==> src/design/assert_macros.svh <==
// Assertion macros shared by the deframer modules
`ifndef ASSERT_MACROS_SVH
`define ASSERT_MACROS_SVH

// same-cycle implication, off during reset
`define EHSR_ASSERT_NOW(lbl, clk, rstn, ante, cons, msg) \
    lbl: assert property (@(posedge clk) disable iff (!(rstn)) (ante) |-> (cons)) \
        else $error(msg);

// next-cycle implication, off during reset
`define EHSR_ASSERT_NEXT(lbl, clk, rstn, ante, cons, msg) \
    lbl: assert property (@(posedge clk) disable iff (!(rstn)) (ante) |=> (cons)) \
        else $error(msg);

`endif

==> src/design/ehsr_pkg.sv <==
// Types, codes and byte-order helpers for the Ethernet header deframer
package ehsr_pkg;

    localparam logic [1:0] HEAD_KEEP = 2'd3;

    typedef enum logic [2:0] {
        PH_DST_HI  = 3'd0,
        PH_DST_LO  = 3'd1,
        PH_SRC_LO  = 3'd2,
        PH_TYPE    = 3'd3,
        PH_PAYLOAD = 3'd4
    } phase_t;

    typedef struct packed {
        logic [31:0] in_data;
        logic [3:0]  in_keep;
        logic        in_last;
        logic        in_valid;
        logic        out_ready;
    } in_word_t;

    typedef struct packed {
        logic [31:0] pay_data;
        logic [3:0]  pay_keep;
        logic        pay_last;
        logic        pay_valid;
        logic        first_word;
        logic        overflow;
        logic [47:0] dest_mac;
        logic [47:0] source_mac;
        logic [15:0] frame_type;
    } res_word_t;

    function automatic logic [31:0] swap_bytes(input logic [31:0] v);
        return {v[7:0], v[15:8], v[23:16], v[31:24]};
    endfunction

    function automatic logic [3:0] rev4(input logic [3:0] k);
        return {k[0], k[1], k[2], k[3]};
    endfunction

endpackage

==> src/design/ehsr_parse.sv <==
// Header parser and payload realigner: phase control, held half and header capture
`include "assert_macros.svh"

module ehsr_parse (
    input  logic                aclk,
    input  logic                aresetn,
    input  logic                accept,
    input  ehsr_pkg::in_word_t  word_in,
    output ehsr_pkg::res_word_t res
);

    ehsr_pkg::phase_t phase_reg, phase_next;
    logic [15:0] held_data_reg, held_data_next;
    logic [1:0]  held_keep_reg, held_keep_next;
    logic        held_valid_reg, held_valid_next;
    logic        held_last_reg, held_last_next;
    logic        first_pend_reg, first_pend_next;
    logic [47:0] dest_mac_reg, dest_mac_next;
    logic [47:0] src_mac_reg, src_mac_next;
    logic [15:0] ftype_reg, ftype_next;
    logic [31:0] out_word_reg, out_word_next;
    logic [3:0]  out_keep_reg, out_keep_next;
    logic        out_last_reg, out_last_next;

    logic [31:0] d;
    logic [3:0]  k;
    logic        vld, rdy, lst;
    logic [15:0] hi_data, lo_data;
    logic [1:0]  hi_keep, lo_keep;
    logic        lo_has, hi_last, lo_valid, full, is_last, emit;
    logic [3:0]  kw;

    assign d        = ehsr_pkg::swap_bytes(word_in.in_data);
    assign k        = ehsr_pkg::rev4(word_in.in_keep);
    assign vld      = word_in.in_valid;
    assign rdy      = word_in.out_ready;
    assign lst      = word_in.in_last;
    assign hi_data  = d[31:16];
    assign lo_data  = d[15:0];
    assign hi_keep  = k[3:2];
    assign lo_keep  = k[1:0];
    assign lo_has   = k[1];
    assign hi_last  = lst & ~lo_has;
    assign lo_valid = vld & lo_has;
    assign full     = held_valid_reg & vld;
    assign is_last  = (held_valid_reg & held_last_reg) | (vld & hi_last);
    assign emit     = (phase_reg == ehsr_pkg::PH_PAYLOAD) & (full | is_last);
    assign kw       = {held_keep_reg, vld ? hi_keep : 2'b00};

    always_comb begin
        phase_next = phase_reg;
        case (phase_reg)
            ehsr_pkg::PH_DST_HI: begin
                if (vld) phase_next = ehsr_pkg::PH_DST_LO;
            end
            ehsr_pkg::PH_DST_LO: begin
                if (vld) phase_next = ehsr_pkg::PH_SRC_LO;
            end
            ehsr_pkg::PH_SRC_LO: begin
                if (vld) phase_next = ehsr_pkg::PH_TYPE;
            end
            ehsr_pkg::PH_TYPE: begin
                if (vld) phase_next = ehsr_pkg::PH_PAYLOAD;
            end
            ehsr_pkg::PH_PAYLOAD: begin
                if (emit && rdy && is_last) phase_next = ehsr_pkg::PH_DST_HI;
            end
            default: begin
                phase_next = ehsr_pkg::PH_DST_HI;
            end
        endcase
    end

    always_comb begin
        held_data_next  = held_data_reg;
        held_keep_next  = held_keep_reg;
        held_valid_next = held_valid_reg;
        held_last_next  = held_last_reg;
        first_pend_next = first_pend_reg;
        dest_mac_next   = dest_mac_reg;
        src_mac_next    = src_mac_reg;
        ftype_next      = ftype_reg;
        out_word_next   = out_word_reg;
        out_keep_next   = out_keep_reg;
        out_last_next   = out_last_reg;
        case (phase_reg)
            ehsr_pkg::PH_DST_HI: begin
                dest_mac_next = {d, dest_mac_reg[15:0]};
            end
            ehsr_pkg::PH_DST_LO: begin
                dest_mac_next = {dest_mac_reg[47:16], hi_data};
                src_mac_next  = {lo_data, src_mac_reg[31:0]};
            end
            ehsr_pkg::PH_SRC_LO: begin
                src_mac_next = {src_mac_reg[47:32], d};
            end
            ehsr_pkg::PH_TYPE: begin
                ftype_next      = hi_data;
                held_data_next  = lo_data;
                held_keep_next  = ehsr_pkg::HEAD_KEEP;
                held_last_next  = 1'b0;
                held_valid_next = 1'b1;
                if (vld) first_pend_next = 1'b1;
            end
            ehsr_pkg::PH_PAYLOAD: begin
                if (emit) begin
                    out_last_next = is_last;
                    out_word_next = ehsr_pkg::swap_bytes({held_data_reg, hi_data});
                    out_keep_next = ehsr_pkg::rev4(kw);
                    if (rdy) begin
                        held_data_next  = lo_data;
                        held_keep_next  = lo_keep;
                        held_valid_next = lo_valid;
                        held_last_next  = lst;
                        first_pend_next = 1'b0;
                    end
                end
            end
            default: begin
            end
        endcase
    end

    always_comb begin
        res.pay_data   = out_word_next;
        res.pay_keep   = out_keep_next;
        res.pay_last   = out_last_next;
        res.pay_valid  = emit;
        res.first_word = emit & first_pend_reg;
        res.overflow   = emit & ~rdy & vld;
        res.dest_mac   = dest_mac_next;
        res.source_mac = src_mac_next;
        res.frame_type = ftype_next;
    end

    always_ff @(posedge aclk) begin
        if (!aresetn) begin
            phase_reg      <= ehsr_pkg::PH_DST_HI;
            held_data_reg  <= '0;
            held_keep_reg  <= '0;
            held_valid_reg <= 1'b0;
            held_last_reg  <= 1'b0;
            first_pend_reg <= 1'b0;
            dest_mac_reg   <= '0;
            src_mac_reg    <= '0;
            ftype_reg      <= '0;
            out_word_reg   <= '0;
            out_keep_reg   <= '0;
            out_last_reg   <= 1'b0;
        end else if (accept) begin
            phase_reg      <= phase_next;
            held_data_reg  <= held_data_next;
            held_keep_reg  <= held_keep_next;
            held_valid_reg <= held_valid_next;
            held_last_reg  <= held_last_next;
            first_pend_reg <= first_pend_next;
            dest_mac_reg   <= dest_mac_next;
            src_mac_reg    <= src_mac_next;
            ftype_reg      <= ftype_next;
            out_word_reg   <= out_word_next;
            out_keep_reg   <= out_keep_next;
            out_last_reg   <= out_last_next;
        end
    end

    `EHSR_ASSERT_NOW(a_pay_phase, aclk, aresetn, res.pay_valid, phase_reg == ehsr_pkg::PH_PAYLOAD, "payload offered outside payload phase")
    `EHSR_ASSERT_NOW(a_ovf_stall, aclk, aresetn, res.overflow, res.pay_valid && !rdy, "overflow without stalled payload")
    `EHSR_ASSERT_NEXT(a_type_held, aclk, aresetn, accept && phase_reg == ehsr_pkg::PH_TYPE, held_valid_reg && held_keep_reg == ehsr_pkg::HEAD_KEEP, "held half not loaded from type word")

endmodule

==> src/design/ehsr_skid.sv <==
// Result register with a skid stage
`include "assert_macros.svh"

module ehsr_skid (
    input  logic                aclk,
    input  logic                aresetn,
    input  logic                in_valid,
    output logic                in_ready,
    input  ehsr_pkg::res_word_t in_word,
    output logic                out_valid,
    input  logic                out_ready,
    output ehsr_pkg::res_word_t out_word
);

    ehsr_pkg::res_word_t main_reg, skid_reg;
    logic main_valid_reg, skid_valid_reg;
    logic main_load;

    assign in_ready  = ~skid_valid_reg;
    assign main_load = ~main_valid_reg | out_ready;
    assign out_valid = main_valid_reg;
    assign out_word  = main_reg;

    always_ff @(posedge aclk) begin
        if (!aresetn) begin
            main_valid_reg <= 1'b0;
            skid_valid_reg <= 1'b0;
        end else if (main_load) begin
            if (skid_valid_reg) begin
                main_valid_reg <= 1'b1;
                skid_valid_reg <= 1'b0;
            end else begin
                main_valid_reg <= in_valid;
            end
        end else if (in_valid && in_ready) begin
            skid_valid_reg <= 1'b1;
        end
    end

    always_ff @(posedge aclk) begin
        if (main_load) begin
            main_reg <= skid_valid_reg ? skid_reg : in_word;
        end else if (in_valid && in_ready) begin
            skid_reg <= in_word;
        end
    end

    `EHSR_ASSERT_NOW(a_skid_order, aclk, aresetn, skid_valid_reg, main_valid_reg, "skid word held without a main word")
    `EHSR_ASSERT_NEXT(a_skid_drain, aclk, aresetn, skid_valid_reg && out_ready, !skid_valid_reg && main_valid_reg && main_reg == $past(skid_reg), "skid word not moved to main")

endmodule

==> src/design/eth_header_strip_realign_32_core.sv <==
// Ethernet receive deframer, 32-bit: header capture and payload realignment
//
//  Channel  Direction  Handshake          Word
//  s_       in         s_valid / s_ready  stream word, keep, last, valid, downstream ready
//  m_       out        m_valid / m_ready  payload word, flags, captured header
//
//  One result per accepted word; it is registered in the main result entry, or in the skid entry while m_ is stalled.
//  Sustained rate one word per clock while m_ready stays high; the parser state updates on the accept edge.
//  A two-entry result stage (register plus skid) decouples s_ready from m_ready.
//  s_ready drops only while the skid entry is occupied.
//  aresetn is synchronous, active low; it clears the parser and the valid flags of both result entries.
module eth_header_strip_realign_32_core (
    input  logic        aclk,
    input  logic        aresetn,
    input  logic        s_valid,
    output logic        s_ready,
    input  logic [31:0] s_in_data,
    input  logic [3:0]  s_in_keep,
    input  logic        s_in_last,
    input  logic        s_in_valid,
    input  logic        s_out_ready,
    output logic        m_valid,
    input  logic        m_ready,
    output logic [31:0] m_pay_data,
    output logic [3:0]  m_pay_keep,
    output logic        m_pay_last,
    output logic        m_pay_valid,
    output logic        m_first_word,
    output logic        m_overflow,
    output logic [47:0] m_dest_mac,
    output logic [47:0] m_source_mac,
    output logic [15:0] m_frame_type
);

    ehsr_pkg::in_word_t  word_in;
    ehsr_pkg::res_word_t res, res_out;
    logic accept;

    assign accept = s_valid & s_ready;

    assign word_in.in_data   = s_in_data;
    assign word_in.in_keep   = s_in_keep;
    assign word_in.in_last   = s_in_last;
    assign word_in.in_valid  = s_in_valid;
    assign word_in.out_ready = s_out_ready;

    ehsr_parse u_parse (
        .aclk    (aclk),
        .aresetn (aresetn),
        .accept  (accept),
        .word_in (word_in),
        .res     (res)
    );

    ehsr_skid u_skid (
        .aclk      (aclk),
        .aresetn   (aresetn),
        .in_valid  (s_valid),
        .in_ready  (s_ready),
        .in_word   (res),
        .out_valid (m_valid),
        .out_ready (m_ready),
        .out_word  (res_out)
    );

    assign m_pay_data   = res_out.pay_data;
    assign m_pay_keep   = res_out.pay_keep;
    assign m_pay_last   = res_out.pay_last;
    assign m_pay_valid  = res_out.pay_valid;
    assign m_first_word = res_out.first_word;
    assign m_overflow   = res_out.overflow;
    assign m_dest_mac   = res_out.dest_mac;
    assign m_source_mac = res_out.source_mac;
    assign m_frame_type = res_out.frame_type;

endmodule
==> config.mk <==
export PLATFORM = sky130hd
export DESIGN_NAME = eth_header_strip_realign_32_core
export DESIGN_NICKNAME = d
export VERILOG_FILES = /design/src/design/ehsr_pkg.sv /design/src/design/ehsr_parse.sv /design/src/design/ehsr_skid.sv /design/src/design/eth_header_strip_realign_32_core.sv
export VERILOG_INCLUDE_DIRS = /design/src /design/src/design
export SDC_FILE = /design/constraint.sdc
export NUM_CORES = 1
export LEC_CHECK = 0
export ABC_CLOCK_PERIOD_IN_PS = 46500
export BUFFER_PORTS_ARGS = -buffer_cell sky130_fd_sc_hd__buf_2
export CAP_MARGIN = 15
export CORE_AREA = 3 3 223 225
export CTS_CLUSTER_SIZE = 30
export DETAILED_ROUTE_END_ITERATION = 8
export DIE_AREA = 0 0 226 228
export PLACE_DENSITY_LB_ADDON = 0.25
export SLEW_MARGIN = 40
export SYNTH_ARGS = -nofsm -noshare
export SYNTH_HDL_FRONTEND = slang
export SYNTH_HIERARCHICAL = 1
export SYNTH_SLANG_ARGS = --single-unit
==> constraint.sdc <==
create_clock -name aclk -period 46.5 [get_ports aclk]
set_input_delay 11.625 -clock aclk [delete_from_list [all_inputs] [get_ports aclk]]
set_output_delay 11.625 -clock aclk [all_outputs]
set_load 0.1 [all_outputs]
Word level (Yosys, flattened, before mapping):

Index checks and enable logic that the tools add are counted.

* muxes and demuxes: 34
* reduce and logical (&&, ||, !) cells: 10
* bitwise gates (word level): 19
* equal/unequal tests: 11

Operators by type and width (count)
* 48-bit case mux with 2 select lines: 2
* 152-bit two-way mux: 1
* 32-bit two-way mux: 2
* 16-bit two-way mux: 3
* 16-bit case mux with 2 select lines: 1
* 3-bit two-way mux: 5
* 3-bit case mux with 5 select lines: 1
* 2-bit inequality test (second input constant): 6
* 1-bit AND: 10
* 1-bit two-way mux: 10
* 4-bit two-way mux: 2
* 3-bit by 2-bit == test with 1-bit output (second input constant): 2
* 2-bit two-way mux: 3
* 1-bit inverter: 6
* 1-bit case mux with 2 select lines: 3
* 6-bit AND reduction: 1
* 5-bit AND reduction: 1
* 2-bit case mux with 2 select lines: 1
* 4-bit AND reduction: 1
* 3-bit by 1-bit == test with 1-bit output (second input constant): 1
* 3-bit == test (second input constant): 1
* 1-bit logical AND: 3
* 3-bit logical NOT: 1
* 1-bit OR: 3
* 4 further kinds: 4

* bits in registers: 479
* output and inout port bits: 154
* input port bits: 43

Longest topological paths before layout:

* depth after elaboration: 10
* depth in mapped cells: 10
* gate-level depth less buffers: 6

Modules after synthesis:

Netlist, hierarchy kept.

Modules (own cells, without submodules)
* ehsr_skid: area an instance 11128.2 µm², instances 1, cells each 481, seq. area each 9168.8 µm²
* ehsr_parse: area an instance 8044.0 µm², instances 1, cells each 931, seq. area each 3463.3 µm²
* eth_header_strip_realign_32_core: area an instance 6.3 µm², instances 1, cells each 1, seq. area each 0.0 µm²

Worst setup path before layout:

Ideal clock, no wire load.

* kind: input to register
* start: input port m_ready
* end: register u_skid/skid_reg[0] (netlist bit) (enable)
* data required time: 45619 ps
* setup slack: 18740 ps
* stages: 2
* data arrival time: 26880 ps
* buffers on the path: 0
* library setup time: 881 ps
* path through: nand2b_1 > nor3b_1

* longest elaborated chain between the ends: 3

Ends and longest elaborated chain
* from (decl): line eth_header_strip_realign_32_core.sv:23 `input logic m_ready,`
* 1-bit OR: line ehsr_skid.sv:20 `assign main_load = ~main_valid_reg | out_ready;`
* 1-bit inverter (no line)
* 2-bit AND reduction (no line)
* to (signal assigned): line ehsr_skid.sv:44 `skid_reg <= in_word;`
* to (decl): line ehsr_skid.sv:15 `ehsr_pkg::res_word_t main_reg, skid_reg;`

Every way passes these cells.
A chain may end at the register's enable or synchronous reset.

Final worst setup path:

* start: input port s_valid
* end: register u_parse.out_word_reg[0]

* longest elaborated chain between the ends: 1

Ends and longest elaborated chain
* from (decl): line eth_header_strip_realign_32_core.sv:15 `input logic s_valid,`
* 1-bit AND: line eth_header_strip_realign_32_core.sv:39 `assign accept = s_valid & s_ready;`
* net accept: line eth_header_strip_realign_32_core.sv:37 `logic accept;`
* to (signal assigned): line ehsr_parse.sv:160 `out_word_reg <= out_word_next;`
* to (decl): line ehsr_parse.sv:21 `logic [31:0] out_word_reg, out_word_next;`

The timed path passes the listed nets, and every way through them passes these cells.

==> flow_summary.ini <==
[worst_setup_path]
cpLargestDelayFamily = buffers and inverters
crit_end = u_parse/out_word_reg[0]
cp.arrival_ns = 13.86
crit_path_start = s_valid
r2r_cells = 8
r2r_end = u_parse/out_word_reg[0]
r2r_slack_ns = 43.56
worstSetupEndpointType = flip-flop
crit_path_top_delay_cell = buf_4
critical_path.cell_chain = buf_2 -> and2_4 -> buf_12 -> buf_4 -> o2111ai_4 -> buf_4 -> nand2_1 -> a21oi_1
cp_num_buf_inv = 4
cp.depth = 8
r2r-start = u_skid/skid_valid_reg
start_kind = input port
crit_path_max_fanout = 49
cpMostUsedCell = buf_4
crit_type = input port to flip-flop
max_stage_delay_ns = 0.56
cp.required_ns = 46.92

[detailed_routing]
drc = 0
num_vias = 11500
drtPass1Iterations = 5
viasPerCell = 5.13
drt_iter0_markers = 821
routed_wl_um = 45000
wire_per_inst_um = 20.1
ant_nets = 0

[yosys]
ys_ff_latch = 479
synth_top_family_by_area = multiplexers
ys_seq_area_share_pct = 65.9
synth_compound_area_share_pct = 2.11
avgSynthCellArea_um2 = 13.6
synth_cell_type_count = 45
yosys.area_share.simple_pct = 9.71
synthAdderAreaFrac_pct = 0
synthesis.nets = 1456
synth_xor_area_share_pct = 0
postSynth.asyncResetShare_pct = 0
syn-instance-count = 1413
syn_area_um2 = 19200
synthFlopType = edfxtp_1
synth_edf_count = 304
synthMuxAreaShare_pct = 19.3
ys_warn_count = 6

[grt]
grt.total_usage_pct = 17.1
antenna_found_initial = 1
grt_pass1_wl_um = 68400
grt_pass1_vias = 11200
grt_overflow = 0
grt_max_degree = 100

[cells_and_area]
layout-drive-gt1-share_pct = 36.4
fin_nets = 1627
areaGrowthSynthToFinish_pct = 16.4
finalNonFillerCells = 2238
fillerInstances = 4174
multiInputGateArea_um2 = 6020
finalInstanceArea_um2 = 22300
diodes = 0
seq_area_um2 = 12600

[timing]
rsz0062_at_grt = no
report.final.hold_viol_count = 0
min_period_ns = 13.44
clock.fmax_mhz = 74.4
tightestPinTransition_ns = 0.809
finalSetupViolCount = 0
fin_crit_sh_pct = 28.9
holdWs_ns = 0.452
tns_ns = 0
slew_headroom_pct = 45.9
fin_skew_ns = 0.0102
slew_viol_final = 0

[clocking]
cts_buffers = 49
clk_path_buf_depth = 3
postCtsHoldBufs = 0
clk_latency_ns = 0.58
cts_tree = built
cts.sinks = 479
clkTransAtPathRegs_ns = 0.06
htree_levels = 2
cts-root-buf = clkbuf_16
post_cts_resized = 0
cts_setup_buffers = 0

[floorplanning]
fp.dieW_um = 226
dieHeight_um = 228
rows = 80
start_util_pct = 40.2
num_io_pins = 197
core_um2 = 47700
dieArea_um2 = 51500

[place]
numPortBuffers = 196
post-dp-hpwl_um = 27200
dp_cells = 2148
placed_area_um2 = 20600
gp_congestion = 0.752

[hold_path]
hold_path_depth = 2
hp-class = flip-flop to flip-flop

[power]
leakage_nw = 8.70
p_total_mw = 1.08
power.density_nw_per_um2 = 48.5
ir_drop_uv = 25.1

[run]
drv_cap = 0

[status]
outcome = completed
## worst min-delay path by stage
stage	endpoint	startpoint
2_1_floorplan	u_parse/out_keep_reg[0]	u_parse/out_keep_reg[0]
3_3_place_gp	u_parse/out_word_reg[20]	u_parse/out_word_reg[20]
3_5_place_dp	u_parse/out_word_reg[9]	u_parse/out_word_reg[9]
4_1_cts	u_parse/out_word_reg[9]	u_parse/out_word_reg[9]
5_1_grt	u_parse/out_word_reg[4]	u_parse/out_word_reg[4]
6_report	u_parse/out_word_reg[15]	u_parse/out_word_reg[15]
## stage by stage
step           utilization (%)  setup WS [ns]
2_1_floorplan                -          18.74
3_3_place_gp              43.0          32.04
3_5_place_dp              43.2          32.52
4_1_cts                   46.7          33.09
5_1_grt                   46.7          32.96
6_report                  46.7          33.06
## power breakdown
part	internal [mW]	leakage (nW)	switching (mW)
logic	0.0369	3.36	0.150
registers	0.481	4.54	0.00919
clock network	0.244	0.812	0.162
total	0.761	8.70	0.322
## cell families (layout without fill, tap and decap cells)
kind of cell | count (synthesis) | in the layout
DFF | 479 | 479
AOI/OAI and AO/OA | 63 | 63
muxes | 333 | 333
and+or+nand+nor | 440 | 440
buffers and inverters | 98 | 308
## metal layers
metal  track usage, %  wire [um]  vias up
li1                 -          -     5411
met1             25.1      21500     5690
met2             25.9      20100      322
met3             3.14       2520       60
met4             4.79        879        0
met5                0          0        -
## worst reg2reg max path: stages (launching register included)
cell and delay (ns):
dfxtp_4 0.50, inv_1 0.18, and2_4 0.20, buf_12 0.24, buf_4 0.59, o2111ai_4 0.52
buf_4 0.39, nand2_1 0.11, a21oi_1 0.07
## area by class of cell
type / instances / share of cell area, %
Multi-Input combinational cell: 836 / 27.0
Tap cell: 615 / 3.45
Clock inverter: 27 / 1.38
Sequential cell: 479 / 56.6
Clock buffer: 63 / 6.05
Timing Repair Buffer: 213 / 5.39
Inverter: 5 / 0.140
## cells in the final DEF, fill, tap and decap left out, types with 2 or more instances in the layout
master     instances
bufinv_16          7
inv_1              3
nor3b_4            3
a21oi_1           42
clkbuf_16         51
inv_6              3
mux2_2           289
buf_6              4
nand3b_1           2
buf_12             3
buf_4              9
nand2_1          111
nor2_1           212
nand3_1            3
dfxtp_1          174
buf_16             2
edfxtp_1         304
nor3_1            96
mux2i_1           35
buf_2            195
clkinv_1          10
clkbuf_1           9
clkinv_2           7
clkbuf_8           3
or2_2              2
mux2_1             9
o21ai_0            7
## synthesized netlist by cell type, types with 2 or more instances
cell        n  share of area [%]
and2_1      2              0.065
buf_4       6               0.23
nor3b_2     2               0.13
buf_2      22               0.57
inv_1       3              0.059
buf_1       8               0.16
nor2_1    212                4.1
mux2_1      9               0.53
nand2_1   111                2.2
a21oi_1    42                1.1
mux2_2    289                 17
buf_6      10               0.59
inv_2       2              0.039
nand3_1     3              0.078
o21ai_0     7               0.18
nand3b_1    2              0.078
dfxtp_1   175                 18
clkbuf_1   39               0.76
nor3_1     96                2.5
or2_2       2              0.065
mux2i_1    35                1.8
nand2b_1    2              0.065
nor3b_1     2              0.078
clkbuf_8    8               0.57
edfxtp_1  304                 48
No activity file was read; power rests on OpenSTA's default activity.
